## config.mk

```make
export PLATFORM = sky130hd
export DESIGN_NAME = stable_priority_queue_top
export DESIGN_NICKNAME = d
export VERILOG_FILES = /design/src/hdl/spq_pkg.sv /design/src/hdl/stable_priority_queue_top.sv /design/src/hdl/spq_cell.sv
export VERILOG_INCLUDE_DIRS = /design/src /design/src/hdl
export SDC_FILE = /design/constraint.sdc
export NUM_CORES = 2
export LEC_CHECK = 0
export BUFFER_PORTS_ARGS = -buffer_cell sky130_fd_sc_hd__buf_2
export CAP_MARGIN = 40
export CORE_ASPECT_RATIO = 2
export CORE_MARGIN = 8
export CORE_UTILIZATION = 32
export CTS_BUF_LIST = sky130_fd_sc_hd__clkbuf_4 sky130_fd_sc_hd__clkbuf_8
export DETAILED_ROUTE_END_ITERATION = 6
export GPL_TIMING_DRIVEN = 0
export HOLD_SLACK_MARGIN = 0.02
export SYNTH_ARGS = -nofsm -noshare
export SYNTH_HDL_FRONTEND = slang
export SYNTH_SLANG_ARGS = --single-unit
```

## constraint.sdc

```tcl
create_clock -name clk_i -period 6.51 [get_ports clk_i]
set_clock_uncertainty 0.2 [all_clocks]
set_input_delay 0.3255 -clock clk_i [delete_from_list [all_inputs] [get_ports clk_i]]
set_output_delay 0.3255 -clock clk_i [all_outputs]
set_load 0.02 [all_outputs]
```

## src/hdl/assert_macros.svh

```systemverilog
// ----------------------------------------------------------------------------
// Assertion macros
// Shared concurrent assertion wrappers, clocked on clk_i, reset on rst_ni.
// ----------------------------------------------------------------------------
`ifndef ASSERT_MACROS_SVH
`define ASSERT_MACROS_SVH

// Property checked at every rising edge outside reset.
`define SPQ_ASSERT(lbl, prop, msg) \
  lbl: assert property (@(posedge clk_i) disable iff (!rst_ni) (prop)) \
    else $error(msg);

// Implication whose consequent is checked in the cycle after the antecedent, outside reset.
`define SPQ_ASSERT_NEXT(lbl, ante, cons, msg) \
  lbl: assert property (@(posedge clk_i) disable iff (!rst_ni) (ante) |=> (cons)) \
    else $error(msg);

`endif

```

## src/hdl/spq_pkg.sv

```systemverilog
// ----------------------------------------------------------------------------
// spq_pkg
// Types and constants of the stable priority queue.
// ----------------------------------------------------------------------------
package spq_pkg;

  localparam int unsigned DEPTH     = 16;
  localparam int unsigned PRIO_BITS = 8;
  localparam int unsigned TAG_BITS  = 32;
  localparam int unsigned CNT_BITS  = 5;

  typedef enum logic [0:0] {
    FUNC_PUSH = 1'b0,
    FUNC_POP  = 1'b1
  } func_e;

  typedef enum logic [1:0] {
    ST_OK    = 2'd0,
    ST_EMPTY = 2'd1,
    ST_FULL  = 2'd2
  } status_e;

  typedef struct packed {
    func_e                 func;
    logic [PRIO_BITS-1:0]  prio;
    logic [TAG_BITS-1:0]   tag;
  } in_t;

  typedef struct packed {
    status_e               status;
    logic [PRIO_BITS-1:0]  out_prio;
    logic [TAG_BITS-1:0]   out_tag;
    logic [CNT_BITS-1:0]   occupancy;
  } out_t;

  typedef struct packed {
    logic [PRIO_BITS-1:0]  prio;
    logic [TAG_BITS-1:0]   tag;
  } entry_t;

  // Broadcast to every cell: operation and the entry being pushed.
  typedef struct packed {
    logic   push;
    logic   pop;
    entry_t ent;
  } cell_cmd_t;

endpackage

```

## src/hdl/stable_priority_queue_top.sv

```systemverilog
// ----------------------------------------------------------------------------
// stable_priority_queue_top
// Bounded stable priority queue built as a chain of sorted slot cells.
// ----------------------------------------------------------------------------
// Channel   Direction  Ports                  Transfer
// command   in         start_i, in_i, busy_o  start_i high while busy_o low
// result    out        done_o, res_o          done_o high, one cycle
//
// For every command all cells compare against the pushed
// priority in parallel and shift in the same edge; the result is registered
// and shows on res_o with done_o in the cycle after the transfer.
// busy_o stays low, so a command can be given in every cycle.
// Reset empties the queue by clearing the fill count; slot contents are left.
// The receiver cannot stall: each result is valid for exactly one cycle.
// ----------------------------------------------------------------------------
`include "assert_macros.svh"

module stable_priority_queue_top (
  input  logic          clk_i,
  input  logic          rst_ni,
  input  logic          start_i,
  output logic          busy_o,
  input  spq_pkg::in_t  in_i,
  output logic          done_o,
  output spq_pkg::out_t res_o
);

  logic [spq_pkg::CNT_BITS-1:0] cnt_q, cnt_d;
  logic                         done_q;
  spq_pkg::out_t                res_q, res_d;
  spq_pkg::cell_cmd_t           cmd;
  logic                         accept, is_pop, full, empty;

  spq_pkg::entry_t              ent_w   [spq_pkg::DEPTH];
  logic                         stays_w [spq_pkg::DEPTH];

  assign busy_o = 1'b0;
  assign accept = start_i && !busy_o;
  assign is_pop = (in_i.func == spq_pkg::FUNC_POP);
  assign full   = (cnt_q == spq_pkg::CNT_BITS'(spq_pkg::DEPTH));
  assign empty  = (cnt_q == '0);

  always_comb begin
    cmd.push     = accept && !is_pop && !full;
    cmd.pop      = accept && is_pop && !empty;
    cmd.ent.prio = in_i.prio;
    cmd.ent.tag  = in_i.tag;
  end

  for (genvar i = 0; i < spq_pkg::DEPTH; i++) begin : g_cell
    spq_pkg::entry_t left_ent, right_ent;
    logic            left_stays;

    if (i == 0) begin : g_head
      assign left_ent   = cmd.ent;
      assign left_stays = 1'b1;
    end else begin : g_body
      assign left_ent   = ent_w[i-1];
      assign left_stays = stays_w[i-1];
    end

    if (i == spq_pkg::DEPTH - 1) begin : g_tail
      assign right_ent = ent_w[i];
    end else begin : g_inner
      assign right_ent = ent_w[i+1];
    end

    spq_cell u_cell (
      .clk_i        (clk_i),
      .cmd_i        (cmd),
      .occ_i        (spq_pkg::CNT_BITS'(i) < cnt_q),
      .left_i       (left_ent),
      .left_stays_i (left_stays),
      .right_i      (right_ent),
      .stays_o      (stays_w[i]),
      .ent_o        (ent_w[i])
    );
  end

  always_comb begin
    cnt_d = cnt_q;
    if (cmd.push) begin
      cnt_d = cnt_q + spq_pkg::CNT_BITS'(1);
    end else if (cmd.pop) begin
      cnt_d = cnt_q - spq_pkg::CNT_BITS'(1);
    end
  end

  always_comb begin
    res_d.status    = spq_pkg::ST_OK;
    res_d.out_prio  = '0;
    res_d.out_tag   = '0;
    res_d.occupancy = cnt_d;
    if (is_pop) begin
      if (empty) begin
        res_d.status = spq_pkg::ST_EMPTY;
      end else begin
        res_d.out_prio = ent_w[0].prio;
        res_d.out_tag  = ent_w[0].tag;
      end
    end else if (full) begin
      res_d.status = spq_pkg::ST_FULL;
    end
  end

  always_ff @(posedge clk_i or negedge rst_ni) begin
    if (!rst_ni) begin
      cnt_q  <= '0;
      done_q <= 1'b0;
    end else begin
      cnt_q  <= cnt_d;
      done_q <= accept;
    end
  end

  always_ff @(posedge clk_i) begin
    if (accept) begin
      res_q <= res_d;
    end
  end

  assign done_o = done_q;
  assign res_o  = res_q;

  // ---------------------------------------------------------------------------
  // Assertions
  // ---------------------------------------------------------------------------
  `SPQ_ASSERT(a_cnt_bound, cnt_q <= spq_pkg::CNT_BITS'(spq_pkg::DEPTH), "fill count overflow")
  `SPQ_ASSERT(a_occ_match, !done_o || (res_o.occupancy == cnt_q), "occupancy mismatch")
  `SPQ_ASSERT(a_empty_occ, !(done_o && res_o.status == spq_pkg::ST_EMPTY) || (cnt_q == '0), "empty with entries")
  `SPQ_ASSERT_NEXT(a_push_inc, cmd.push, cnt_q == $past(cnt_q) + spq_pkg::CNT_BITS'(1), "push lost")

endmodule

```

## src/hdl/spq_cell.sv

```systemverilog
// ----------------------------------------------------------------------------
// spq_cell
// One slot of the sorted shift chain: holds an entry, compares it against the
// pushed priority and shifts toward or away from the head.
// ----------------------------------------------------------------------------
module spq_cell (
  input  logic                  clk_i,
  input  spq_pkg::cell_cmd_t    cmd_i,
  input  logic                  occ_i,
  input  spq_pkg::entry_t       left_i,
  input  logic                  left_stays_i,
  input  spq_pkg::entry_t       right_i,
  output logic                  stays_o,
  output spq_pkg::entry_t       ent_o
);

  spq_pkg::entry_t ent_q, ent_d;

  // Held entry is ahead of the new one when its priority is equal or lower.
  assign stays_o = occ_i && (ent_q.prio <= cmd_i.ent.prio);

  always_comb begin
    ent_d = ent_q;
    if (cmd_i.pop) begin
      ent_d = right_i;
    end else if (cmd_i.push && !stays_o) begin
      ent_d = left_stays_i ? cmd_i.ent : left_i;
    end
  end

  always_ff @(posedge clk_i) begin
    ent_q <= ent_d;
  end

  assign ent_o = ent_q;

endmodule

```

==> results.md <==
- Status: finished clean
- Resized cells post-CTS: 0
- Slew Viols, Final: 0
- Worst setup EP type: flop
- First-pass GRT wire length: 257 mm
- Post-route ant nets: 0
- WHS Path Cells: 4
- Drt initial violations: 2248
- Mapped Avg Cell Area: 9.67 um2
- Sequential share of the synthesized area: 49.7%
- Vias in the first global route: 41433
- H-tree Lvls: 3
- Clock buffers created by TritonCTS: about 100
- Fraction of registers with async set/reset: 0.866%
- Post-DP HPWL: roughly 140 mm
- MaxCap Viol Count: 0
- Post-CTS Hold Fix Bufs: 44
- Width of the die: 272 um
- Slew HR: 33.1%
- Clk_lat worst skew: 0.85 ns
- Flops & latches, synth: 693
- Setup Fix Bufs, Post-CTS: 0
- Worst Setup Path Type: in -> reg
- CP required: 6.81 ns
- I/O pin cnt: slightly above 90
- Initial Utilization: 32.2%
- Worst r2r path cells: 10
- DIE AREA: 143000 um2
- Synthesized cell area: 41800 um2
- Final setup viols: 0
- FMAX: approximately 0.22 GHz
- I/O Buffers: 91
- Startpoint Class: input port
- Die height: 527 um
- Net count, final: 4794
- Post-synth top cells: edfxtp_1, nand4_1, nor2_1
- Maximum vdd drop: 0.259 mV
- Core Rows: 187
- Core ar.: 130000 um2
- Setup TNS: 0 ns
- GP Congestion: 0.988
- Main synth FF type: edfxtp_1
- Largest net degree at the start of global routing: 34
- Cell accounting for the most synthesized area: edfxtp_1
- EDFF count, synth: 687
- Overall Power: 23.2 mW
- DRC violations left: 0
- Fin. Hold Viols: 0
- Worst path arrival time: 4.86 ns
- Cell area after layout: 47800 um2
- Worst-margin pin slew: approximately 1.0 ns
- Syn_nets: 4502
- Avg WL per Cell: 27.7 um
- P per Cell Area: 485 nW/um2
- Initial antenna violation count: 5
- RSZ-0062 raised after global routing: false
- GRT overflow: 0
- Layout cells sized above 1: 11.1%
- Vias: roughly 38000
- CTS max path bufs: 3
- Tot GR Track Use: between 20% and 30%
- Syn Inst Count: approximately 4300
- CTS tree: yes
- Clk sink count: 693
- Clock-pin transition on the worst setup and hold timing paths: around 0.070 ns
- Final min period: 4.56 ns
- Drt first pass iters: 7
- Hold/Removal Path Class: in -> reg
- Dpl cell area: 45200 um2
- Root Driver: clkbuf_8
- Synth-to-Final Area Change: 14.3%
- Synth top area cells: edfxtp_1, o31ai_1, nand4_1, a31oi_1, nor2_1
- Synth top area share: 49.3%
- Via/cell ratio: 5.90
- Synth warn: 0
- CP Max Fanout: 26
- Leak Pwr: about 17 nW
- Top-count cell post-synth: edfxtp_1
- Count of cell types in the netlist: 53
- Fin crit share: 70.0%
- Routed Wire Length: 177 mm
report_power, final:
group / total (mW) / leakage [nW] / switching (mW) / internal (mW)
logic: 11.0 / 9.13 / 7.45 / 3.53
registers: 8.32 / 6.65 / 0.970 / 7.35
clock network: 3.89 / 1.07 / 1.92 / 1.97
total: 23.2 / 16.9 / 10.3 / 12.8
state kept, by name, indices dropped and copies added, names as in the netlist:
name                 cells
g_cell.u_cell.ent_o    640
cnt_q                    5
res_o                   47
done_o                   1
routing by layer:
layer / share of wire (%) / GRT usage [%] / vias up
met5: 0 / 0 / -
met2: 55 / 46.8 / 1332
met1: 29 / 18.7 / 18024
met3: 3.9 / 3.62 / 652
li1: - / - / 17751
met4: 13 / 26.5 / 0
worst max-delay path, cell delays in order:
cell,delay (ns)
dlygate4sd3_1,0.54
buf_2,0.20
inv_1,0.69
ha_1,0.40
nand4_1,0.18
nor2_1,0.11
nor2b_1,0.14
clkbuf_1,0.72
clkbuf_1,0.48
nor3_1,0.19
o21ai_4,0.56
buf_12,0.27
cells by family after synthesis:
logic type | count (synthesis) | synth area share, %
simple gates | 1562 | 18.8
other cells | 1 | 0.00896
compound gates | 1335 | 21.4
xor+xnor | 4 | 0.0837
buf+inv | 599 | 6.10
flops | 693 | 49.7
fa+ha+maj | 132 | 3.95
worst paths after layout:
path	from	end	slack [ns]
worst max register to register	cnt_q[0]	g_cell[13].u_cell.ent_o[11]	2.24
worst min-delay path	in_i[26]	g_cell[1].u_cell.ent_o[26]	0.29
max in group asynchronous	rst_ni	cnt_q[4]	5.51
min in group asynchronous	rst_ni	cnt_q[2]	0.30
worst min register to register	g_cell[1].u_cell.ent_o[13]	g_cell[0].u_cell.ent_o[13]	0.37
worst max-delay path	in_i[39]	g_cell[9].u_cell.ent_o[11]	1.95
area by class of cell:
cell class | instances | area, um2
antenna | 1 | 2.50
clock inverter | 49 | 467
inverter | 29 | 109
tap | 1701 | 2130
buffer | 570 | 2440
multi-input combinational | 3034 | 18700
clock buffer | 128 | 1610
fill | 13514 | 82000
timing repair buffer | 191 | 1580
sequential | 693 | 20800
placed cells by master (no fill, tap or decap), drive strengths merged, types with 44 or more instances in the layout:
cell	synthesis	layout
a31oi	523	523
nor2	543	543
a21oi	95	95
clkbuf	382	510
buf	188	335
edfxtp	687	687
o21ai	97	97
dlygate4sd3	0	44
ha	132	132
and3	74	74
nand4	592	592
nand2	206	206
o31ai	521	521
nand3	45	45
per-stage QoR:
step	setup slack, ns	std cells	utilization [%]	hold WS, ns
6_report	1.95	6396	36.8	0.290
5_1_grt	1.85	6396	36.8	0.296
4_1_cts	2.23	6380	36.7	0.244
3_5_place_dp	1.90	6159	34.8	-0.00552
3_3_place_gp	-2.35	6118	34.2	-0.00842
2_1_floorplan	1.07	4326	-	-0.170
Note: power is estimated with default switching activity, not from simulation.
